--- src/rtl/bdq_pkg.sv ---
`default_nettype none

package bdq_pkg;

    // Default ring size and byte width
    localparam int DEPTH_DEF = 16;
    localparam int BYTE_W    = 8;

    typedef logic [1:0] cmd_t;

    // Operation codes carried in s_tuser
    localparam cmd_t CMD_PUSH_FRONT = 2'd0;
    localparam cmd_t CMD_PUSH_BACK  = 2'd1;
    localparam cmd_t CMD_POP_FRONT  = 2'd2;
    localparam cmd_t CMD_POP_BACK   = 2'd3;

    // Per-operation status from the pointer unit
    typedef struct packed {
        logic wr_en;   // push that fits: write the byte
        logic pop_ok;  // pop on a non-empty deque
        logic err;     // push on full or pop on empty
    } op_t;

endpackage

`default_nettype wire

--- src/rtl/byte_deque_top.sv ---
// Bounded double-ended queue of bytes in a ring of DEPTH entries held in one
// RAM. Each input item is an operation (s_tuser: push front, push back, pop
// front, pop back; s_tdata: byte to push). Each item yields one result with
// the popped byte, the front and back bytes after the operation, the count
// and an error flag (pop on empty or push on full; such items change
// nothing). A new item is accepted only once the last result is loaded,
// and loading waits while the result side stalls: the single RAM read
// port is used for the popped byte, the new front and the new back in
// turn, then the result is loaded. A finished result waits in the output
// register while the next item is accepted. No clearing pass follows
// reset.
`default_nettype none

module byte_deque_top #(
    parameter int DEPTH = bdq_pkg::DEPTH_DEF
) (
    input  wire logic        aclk,
    input  wire logic        aresetn,
    // s_tdata: value[7:0]
    input  wire logic [7:0]  s_tdata,
    // s_tuser: cmd[1:0]
    input  wire logic [1:0]  s_tuser,
    input  wire logic        s_tvalid,
    output logic             s_tready,
    // m_tdata: popped[7:0], front_byte[15:8], back_byte[23:16], count, zero pad
    output logic [((3*bdq_pkg::BYTE_W+$clog2(DEPTH+1)+7)/8)*8-1:0] m_tdata,
    // m_tuser: error[0]
    output logic [0:0]       m_tuser,
    output logic             m_tvalid,
    input  wire logic        m_tready
);

    import bdq_pkg::*;

    localparam int AW      = $clog2(DEPTH);
    localparam int CW      = $clog2(DEPTH + 1);
    localparam int TDATA_W = ((3*BYTE_W + CW + 7)/8)*8;

    localparam logic [2:0] S_IDLE  = 3'd0;
    localparam logic [2:0] S_FRONT = 3'd1;
    localparam logic [2:0] S_BACK  = 3'd2;
    localparam logic [2:0] S_FIN   = 3'd3;
    localparam logic [2:0] S_OUT   = 3'd4;

    logic [2:0]         state_reg, state_next;
    logic               s_acc;
    logic               out_free;
    op_t                op;
    logic [AW-1:0]      wr_addr, pop_addr, head, back_slot, rd_addr;
    logic [CW-1:0]      cnt;
    logic [BYTE_W-1:0]  rd_data;
    logic               pop_ok_reg, err_reg;
    logic [BYTE_W-1:0]  popped_reg, front_reg, back_reg;
    logic               m_tvalid_reg, m_tvalid_next;
    logic [TDATA_W-1:0] m_tdata_reg;
    logic [0:0]         m_tuser_reg;

    assign s_tready = aresetn && (state_reg == S_IDLE);
    assign s_acc    = s_tvalid && s_tready;
    assign out_free = !m_tvalid_reg || m_tready;

    bdq_ptr #(
        .DEPTH(DEPTH)
    ) u_ptr (
        .aclk     (aclk),
        .aresetn  (aresetn),
        .op_en    (s_acc),
        .cmd      (s_tuser),
        .op       (op),
        .wr_addr  (wr_addr),
        .pop_addr (pop_addr),
        .head     (head),
        .back_slot(back_slot),
        .count    (cnt)
    );

    // Read address: popped entry first, then new front, then new back
    always_comb begin
        unique case (state_reg)
            S_IDLE:  rd_addr = pop_addr;
            S_FRONT: rd_addr = head;
            S_BACK:  rd_addr = back_slot;
            default: rd_addr = head;
        endcase
    end

    bdq_ram #(
        .WIDTH(BYTE_W),
        .DEPTH(DEPTH)
    ) u_ram (
        .aclk   (aclk),
        .wr_en  (op.wr_en),
        .wr_addr(wr_addr),
        .wr_data(s_tdata),
        .rd_addr(rd_addr),
        .rd_data(rd_data)
    );

    // Sequencer and output valid
    always_comb begin
        state_next    = state_reg;
        m_tvalid_next = m_tvalid_reg && !m_tready;
        unique case (state_reg)
            S_IDLE:  if (s_acc) state_next = S_FRONT;
            S_FRONT: state_next = S_BACK;
            S_BACK:  state_next = S_FIN;
            S_FIN:   state_next = S_OUT;
            S_OUT: begin
                if (out_free) begin
                    state_next    = S_IDLE;
                    m_tvalid_next = 1'b1;
                end
            end
            default: state_next = S_IDLE;
        endcase
    end

    always_ff @(posedge aclk) begin
        if (!aresetn) begin
            state_reg    <= S_IDLE;
            m_tvalid_reg <= 1'b0;
        end else begin
            state_reg    <= state_next;
            m_tvalid_reg <= m_tvalid_next;
        end
    end

    // Capture the read data and build the result item
    always_ff @(posedge aclk) begin
        if (s_acc) begin
            pop_ok_reg <= op.pop_ok;
            err_reg    <= op.err;
        end
        if (state_reg == S_FRONT) begin
            popped_reg <= pop_ok_reg ? rd_data : '0;
        end
        if (state_reg == S_BACK) begin
            front_reg <= rd_data;
        end
        if (state_reg == S_FIN) begin
            back_reg <= rd_data;
        end
        if (state_reg == S_OUT && out_free) begin
            if (cnt == '0) begin
                m_tdata_reg <= TDATA_W'({cnt, {BYTE_W{1'b0}}, {BYTE_W{1'b0}}, popped_reg});
            end else begin
                m_tdata_reg <= TDATA_W'({cnt, back_reg, front_reg, popped_reg});
            end
            m_tuser_reg <= err_reg;
        end
    end

    assign m_tvalid = m_tvalid_reg;
    assign m_tdata  = m_tdata_reg;
    assign m_tuser  = m_tuser_reg;

    // Count never passes the ring size
    assert property (@(posedge aclk) disable iff (!aresetn)
        cnt <= CW'(DEPTH))
        else $error("deque count above DEPTH");

    // A rejected operation leaves the count alone
    assert property (@(posedge aclk) disable iff (!aresetn)
        op.err |=> $stable(cnt))
        else $error("count changed on error");

    // A successful push adds one entry, a successful pop removes one
    assert property (@(posedge aclk) disable iff (!aresetn)
        op.wr_en |=> (cnt == $past(cnt) + CW'(1)))
        else $error("push did not add one entry");

    assert property (@(posedge aclk) disable iff (!aresetn)
        op.pop_ok |=> (cnt == $past(cnt) - CW'(1)))
        else $error("pop did not remove one entry");

    // A new result only comes out of the load state
    assert property (@(posedge aclk) disable iff (!aresetn)
        (m_tvalid_reg && !$past(m_tvalid_reg && !m_tready)) |-> ($past(state_reg) == S_OUT))
        else $error("result loaded outside load state");

endmodule

`default_nettype wire

--- src/rtl/bdq_ram.sv ---
`default_nettype none

module bdq_ram #(
    parameter int WIDTH = 8,
    parameter int DEPTH = 16
) (
    input  wire logic                     aclk,
    input  wire logic                     wr_en,
    input  wire logic [$clog2(DEPTH)-1:0] wr_addr,
    input  wire logic [WIDTH-1:0]         wr_data,
    input  wire logic [$clog2(DEPTH)-1:0] rd_addr,
    output logic      [WIDTH-1:0]         rd_data
);

    logic [WIDTH-1:0] ram_reg [DEPTH];
    logic [WIDTH-1:0] rd_data_reg;

    // One write port, one registered read port
    always_ff @(posedge aclk) begin
        if (wr_en) begin
            ram_reg[wr_addr] <= wr_data;
        end
        rd_data_reg <= ram_reg[rd_addr];
    end

    assign rd_data = rd_data_reg;

endmodule

`default_nettype wire

--- src/rtl/bdq_ptr.sv ---
`default_nettype none

module bdq_ptr #(
    parameter int DEPTH = bdq_pkg::DEPTH_DEF
) (
    input  wire logic                       aclk,
    input  wire logic                       aresetn,
    input  wire logic                       op_en,
    input  wire bdq_pkg::cmd_t              cmd,
    output bdq_pkg::op_t                    op,
    output logic [$clog2(DEPTH)-1:0]        wr_addr,
    output logic [$clog2(DEPTH)-1:0]        pop_addr,
    output logic [$clog2(DEPTH)-1:0]        head,
    output logic [$clog2(DEPTH)-1:0]        back_slot,
    output logic [$clog2(DEPTH+1)-1:0]      count
);

    import bdq_pkg::*;

    localparam int AW = $clog2(DEPTH);
    localparam int CW = $clog2(DEPTH + 1);

    logic [AW-1:0] head_reg, head_next;
    logic [CW-1:0] count_reg, count_next;
    logic          full, empty;
    logic [AW-1:0] head_m1, head_p1, tail_slot, last_slot;
    op_t           op_raw;

    // Ring position base + off, off below DEPTH
    function automatic logic [AW-1:0] ring_add(input logic [AW-1:0] base,
                                               input logic [AW-1:0] off);
        logic [AW:0] sum;
        sum = {1'b0, base} + {1'b0, off};
        if (sum >= (AW+1)'(DEPTH)) begin
            sum = sum - (AW+1)'(DEPTH);
        end
        return sum[AW-1:0];
    endfunction

    assign full  = (count_reg == CW'(DEPTH));
    assign empty = (count_reg == '0);

    // Slots derived from the current head and count
    assign head_m1   = (head_reg == '0) ? AW'(DEPTH - 1) : head_reg - AW'(1);
    assign head_p1   = ring_add(head_reg, AW'(1));
    assign tail_slot = ring_add(head_reg, count_reg[AW-1:0]);
    assign last_slot = ring_add(head_reg, AW'(count_reg - CW'(1)));

    // Decode the operation
    always_comb begin
        op_raw     = '0;
        wr_addr    = tail_slot;
        pop_addr   = head_reg;
        head_next  = head_reg;
        count_next = count_reg;
        unique case (cmd)
            CMD_PUSH_FRONT: begin
                wr_addr       = head_m1;
                op_raw.wr_en  = !full;
                op_raw.err    = full;
                if (!full) begin
                    head_next  = head_m1;
                    count_next = count_reg + CW'(1);
                end
            end
            CMD_PUSH_BACK: begin
                wr_addr       = tail_slot;
                op_raw.wr_en  = !full;
                op_raw.err    = full;
                if (!full) begin
                    count_next = count_reg + CW'(1);
                end
            end
            CMD_POP_FRONT: begin
                pop_addr      = head_reg;
                op_raw.pop_ok = !empty;
                op_raw.err    = empty;
                if (!empty) begin
                    head_next  = head_p1;
                    count_next = count_reg - CW'(1);
                end
            end
            CMD_POP_BACK: begin
                pop_addr      = last_slot;
                op_raw.pop_ok = !empty;
                op_raw.err    = empty;
                if (!empty) begin
                    count_next = count_reg - CW'(1);
                end
            end
            default: ;
        endcase
    end

    assign op = op_en ? op_raw : '0;

    // Head and count update only on an accepted item
    always_ff @(posedge aclk) begin
        if (!aresetn) begin
            head_reg  <= '0;
            count_reg <= '0;
        end else if (op_en) begin
            head_reg  <= head_next;
            count_reg <= count_next;
        end
    end

    assign head      = head_reg;
    assign back_slot = last_slot;
    assign count     = count_reg;

endmodule

`default_nettype wire
--- config.mk ---
export PLATFORM = sky130hd
export DESIGN_NAME = byte_deque_top
export DESIGN_NICKNAME = d
export VERILOG_FILES = /design/src/rtl/bdq_pkg.sv /design/src/rtl/byte_deque_top.sv /design/src/rtl/bdq_ram.sv /design/src/rtl/bdq_ptr.sv
export SDC_FILE = /design/constraint.sdc
export NUM_CORES = 1
export LEC_CHECK = 0
export BUFFER_PORTS_ARGS = -buffer_cell sky130_fd_sc_hd__clkbuf_2
export CORE_ASPECT_RATIO = 0.5
export CORE_MARGIN = 2
export CORE_UTILIZATION = 39
export CTS_CLUSTER_DIAMETER = 60
export DETAILED_ROUTE_END_ITERATION = 12
export GPL_TIMING_DRIVEN = 0
export PLACE_DENSITY = 0.66
export SLEW_MARGIN = 5
export SYNTH_ARGS = -nofsm -noshare
export SYNTH_HDL_FRONTEND = slang
export SYNTH_SLANG_ARGS = --single-unit
--- constraint.sdc ---
create_clock -name aclk -period 4.7 [get_ports aclk]
set_clock_uncertainty 0.2 [all_clocks]
set_input_delay 0.47 -clock aclk [delete_from_list [all_inputs] [get_ports aclk]]
set_output_delay 0.47 -clock aclk [all_outputs]
set_load 0.01 [all_outputs]
* Yosys cells after proc, flatten, opt, wreduce, memory -nomap -nowiden *
Memories as Yosys holds them, arrays and structs flattened. A register that Yosys moved wholly into a read port is not among the register bits.
Cells that the tools add are included.

operators by class
  $add $sub $neg = 9
  magnitude comparators = 3
  equality and inequality tests = 14
  mux-type cells = 24
  reductions and logical operators = 20

operators with widths
  operator             number
  $mux 4               8
  $pmux 4 s2           2
  $sub 4x1->4 const B  4
  $ge 5x5->1 const B   3
  $pmux 3 s5           1
  $add 4x4->5          2
  $mux 5               2
  $ne 2x2->1 const B   5
  $pmux 5 s2           1
  $mux 3               3
  $eq 3x2->1 const B   2
  $mux 1               6
  $add 4x1->5 const B  1
  $add 5x1->5 const B  1
  $eq 5x5->1 const B   1
  $logic_not 5->1      1
  $sub 5x1->5 const B  1
  $eq 2x2->1 const B   2
  $logic_and 1x1->1    4
  $logic_not 1->1      4
  $logic_not 4->1      1
  $reduce_and 2->1     2
  $reduce_and 4->1     1
  $reduce_or 2->1      2
  other kinds (10)     10

word-level totals
  register bits after elaboration = 72
  memory bits (writable) = 128
  bits of input ports = 14
  output and inout bits = 35
  word-level logic and storage cells = 83
  memories = 1

memories
  name           words  width  read ports  clocked after Yosys merged registers in  wr ports  RTL line       text
  u_ram.ram_reg  16     8      1           1                                        1         bdq_ram.sv:15  logic [WIDTH-1:0] ram_reg [DEPTH];

* Longest topological paths before layout *
  depth after elaboration = 6
  mapped depth = 10
  depth with buffers taken out = 10

* Modules after synthesis *
From an unflattened synthesis, not the netlist that was laid out.

second synthesis, totals
  cells, all modules = 470
  area, all modules = 8435.6 µm²

by module, submodules not included
  module          instances  cells each  area an instance (µm²)  sequential area each (µm²)
  bdq_ram         1          229         5147.4                  4003.8
  byte_deque_top  1          123         2238.4                  1761.7
  bdq_ptr         1          118         1049.8                  180.2

* Least setup slack after synthesis *
Ideal clock, no wire load.

  path kind = flip-flop to flip-flop
  start = register u_ptr.count_reg[0] (netlist: u_ptr.count[0])
  end = register u_ram.rd_data_reg[6] (netlist: u_ram.rd_data[6]), read port of u_ram.ram_reg
  library setup time = 0.083 ns
  data arrival time = 2.526 ns
  required time = 4.417 ns
  setup slack = 1.891 ns
  stages on the path, launching flop included = 10
  path buffers = 0
  clock period less this slack = 2.809 ns
  cells stage by stage = dfxtp_1 > inv_1 > ha_1 > fa_1 > xnor2_1 > and3_1 > a32oi_1 > o2bb2ai_1 > a22oi_1 > o221ai_1

on the way
  cells in the longest elaborated chain, start to end = 6
  elaborated cells between the ends (all ways) = 7
  classes of those cells = add/sub (3); order compare (1); mux (3)

ends and longest elaborated chain
  item                                              RTL line                      text
  start, declared                                   bdq_ptr.sv:24                 logic [CW-1:0] count_reg, count_next;
  start signal, assigned                            bdq_ptr.sv:104                count_reg <= count_next;
  $sub 5x1->5 *                                     bdq_ptr.sv:47                 assign last_slot = ring_add(head_reg, AW'(count_reg - CW'(1)));
  $add 4x4->5 *                                     bdq_ptr.sv:33                 sum = {1'b0, base} + {1'b0, off};
  $sub 4x1->4 / $ge 5x5->1 (equally long branches)  bdq_ptr.sv:35, bdq_ptr.sv:34
  $mux 4 *                                          bdq_ptr.sv:34                 if (sum >= (AW+1)'(DEPTH)) begin
  $mux 4                                            bdq_ptr.sv:56                 unique case (cmd)
  $pmux 4 s2 *                                      byte_deque_top.sv:79          unique case (state_reg)
  end, declared                                     bdq_ram.sv:16                 logic [WIDTH-1:0] rd_data_reg;

Every way passes the cells marked *; elsewhere a longest branch is shown, timed or not.
A chain may end at the register's enable or synchronous reset.

* Worst setup path in the final report *
Same ends and word-level chain as after synthesis.

==> summary.txt <==
Floorplan
  • Initial Util: 40.0%
  • Die width: 210 um
  • Core footprint: 0.0206 mm^2
  • Ports: 49
  • Rows: 37
  • Die Height: 107 um
  • Die ar.: 0.0224 mm^2

Power and ir drop
  • Leakage: 3.29 nW
  • Overall power: 4.32 mW
  • Max VDD drop: 0.259 mV
  • Psw: 1.04 mW
  • P per Cell Area: 454 mW/mm^2
  • Int Pwr: 3.28 mW
  • Switching Share: 24.1%
  • Sequential share of power: 49.4%
  • Comb pwr share: 12.3%
  • Clock share of power: 38.4%

Clock network
  • H-tree levels: 1
  • Clk buf depth: 3
  • Clk pin slew, worst setup/hold paths: 0.06 ns
  • CTS tree: done
  • Post-CTS Repair Setup Buffers: 0
  • CTS Sinks: 205
  • Clock Latency Late Sink: 0.50 ns
  • PostCTS Resize Cnt: 0
  • Hold buffers post-CTS: 0
  • Clk root buf: clkbuf_16
  • Num CTS Buffers: 20

Worst setup path
  • Worst Path Max Fanout: 9
  • CP Capture Type: flip-flop
  • CP Launch Type: flip-flop
  • Worst path bufs/invs: 1
  • Setup Crit Path Kind: reg -> reg
  • Max incr delay on CP: 0.68 ns
  • Cell family with most CP delay: compound AO/OA/AOI/OAI gates
  • CP Data Required Time: 4.88 ns
  • Crit path DAT: 3.96 ns
  • Crit-path cells: inv_1 -> ha_1 -> fa_1 -> xnor2_1 -> and3_1 -> a32oi_1 -> o2bb2ai_1 -> a22oi_1 -> o221ai_1
  • Slowest CP cell: o2bb2ai_1

Finish
  • FILL cells: 1764
  • N_diodes: 0
  • Most frequent cells in the layout: 184 x edfxtp_1, 72 x nand2_1, 44 x clkbuf_2
  • Share of layout cells above drive strength 1: 17.5%
  • Number of flip-flops in the largest register: 128
  • Layout Nets: 636
  • Commonest non-fill, non-tap cell in the layout: edfxtp_1
  • Area Growth Syn to Fin: 15.3%
  • Fin cells: 896

Yosys
  • Syn Area/Cell: 15.3 um^2
  • Register bit total from synthesis: 205
  • Synth cell types: 53
  • Compound-Gate Fraction of Synth Area: 8.59%
  • Post-synthesis sequential area ratio: 72.0%
  • Yosys warns: 0
  • Mux cell area share after synthesis: 4.74%
  • Xor and xnor area share after synthesis: 1.17%
  • Ys flop type: edfxtp_1
  • Number of flops mapped to enable cells by yosys: 184
  • Largest family of logic cells by synthesized area: simple AND/OR/NAND/NOR gates
  • Synth Area in Adders: 2.15%
  • Synthesized cell area: 0.00826 mm^2
  • Post-Syn Instances: 541
  • Share of flip-flops with an asynchronous set or reset: 0%
  • Post-Synth Simple-Gate Area: 9.57%

Global routing
  • Largest net degree at the start of global routing: 31
  • Total global-route track usage: 15.3%
  • Vias in the first global route: 4642
  • First-pass GRT wire length: 26200 um
  • GRT Residual Overflow: 0
  • Initial antenna violation count: 0

STA
  • Slew margin rel.: 29.7%
  • Final setup vio count: 0
  • Tmin final: 3.78 ns
  • Final period util: 80.5%
  • Max Freq: 264 MHz
  • RSZ-0062 raised after global routing: false
  • Final Hold Vio Count: 0
  • Max Slew Vio Count: 0
  • Setup Total Neg Slack: 0 ns
  • Worst-Margin Slew: 1.05 ns

Drt
  • DR DRC count: 0
  • Starting DRT DRC Count: 448
  • DRT Pass-1 Iters: 4
  • Via-to-Cell Ratio: 5.30
  • Routed Antenna Nets: 0
  • WL final: 16800 um
  • Vias post-DR: 4753
  • Wirelength per Cell: 18.8 um

Place
  • Number of port buffers: 44
  • DP Wirelength: 11200 um
  • Gpl congestion: 0.854
  • Placed insts: 860

Run status
  • Status: finished clean

Worst hold path
  • Hold Path Class: in -> reg

Job
  • MaxCap Viol Count: 0
cell usage after synthesis (5+ instances only):
cell        n  share of area (%)
edfxtp_1  184                 67
nand2_1    72                3.3
nor2_1     25                1.1
a21oi_1    24                1.5
nor2b_1    22                1.7
dfxtp_1    21                5.1
a32o_1     16                1.9
mux4_2     16                4.4
and2_1     13               0.98
clkbuf_1   13               0.59
ha_1       11                1.7
a22oi_1     9               0.82
o21ai_0     9               0.55
nand3_1     8               0.48
o221ai_1    8               0.85
buf_2       7               0.42
inv_1       7               0.32
nor3b_1     6               0.55
xnor2_1     6               0.64
nor3_1      5               0.30
xor2_1      5               0.53
per-layer routing:
layer / share of wire, % / GRT usage, % / vias up / wire length (um)
met4: 3.0 / 5.42 / 0 / 503
met2: 45 / 24.0 / 144 / 7630
met1: 46 / 21.6 / 2381 / 7690
met3: 5.8 / 2.96 / 33 / 982
li1: - / - / 2195 / -
met5: 0 / 0 / - / 0
area by class of cell:
class / count / area (um^2) / area share [%]
clock buffer: 27 / 548 / 5.75
multi-input combinational: 306 / 2180 / 22.9
timing repair buffer: 44 / 220 / 2.31
clock inverter: 9 / 139 / 1.46
inverter: 8 / 30.0 / 0.315
sequential: 205 / 5950 / 62.4
buffer: 24 / 118 / 1.23
tap: 273 / 342 / 3.59
worst paths after layout:
kind                                     start               end  slack, ns  depth (start not counted)
worst max-delay path            u_ptr.count[0]  u_ram.rd_data[6]       0.92                          9
worst min-delay path                  s_tvalid      state_reg[0]       0.07                          2
worst max register to register  u_ptr.count[0]  u_ram.rd_data[6]       0.92                          9
worst min register to register   popped_reg[7]        m_tdata[7]       0.22                          0
stage by stage:
stage	area (um^2)	setup slack, ns	hold slack (ns)	utilization, %
after floorplan	8270	1.89	0.200	-
after global placement	8830	1.10	0.202	42.8
after detailed placement	8840	0.997	0.206	42.8
after CTS	9530	0.967	0.0590	46.1
after global routing	9530	0.717	0.0699	46.1
final	9530	0.916	0.0724	46.1
cells by family (layout without fill, tap and decap cells):
| logic type | Yosys count | in the layout |
|---|---|---|
| XOR/XNOR | 11 | 11 |
| other | 1 | 3 |
| flip-flops | 205 | 205 |
| AND/OR/NAND/NOR | 165 | 165 |
| AO/OA/AOI/OAI | 95 | 95 |
| buffers and inverters | 32 | 112 |
| multiplexers | 19 | 19 |
| adder cells (fa/ha/maj) | 13 | 13 |
power by group through the flow:
| stage | Clock (mW) | Combinational, mW | Sequential, mW |
|---|---|---|---|
| after floorplan | 0 | 0.367 | 2.15 |
| after global placement | 0 | 0.520 | 2.17 |
| after detailed placement | 0 | 0.530 | 2.17 |
| after CTS | 1.68 | 0.532 | 2.13 |
| after global routing | 1.76 | 0.582 | 2.14 |
| final | 1.66 | 0.531 | 2.13 |
No activity file was read; power rests on OpenSTA's default activity.
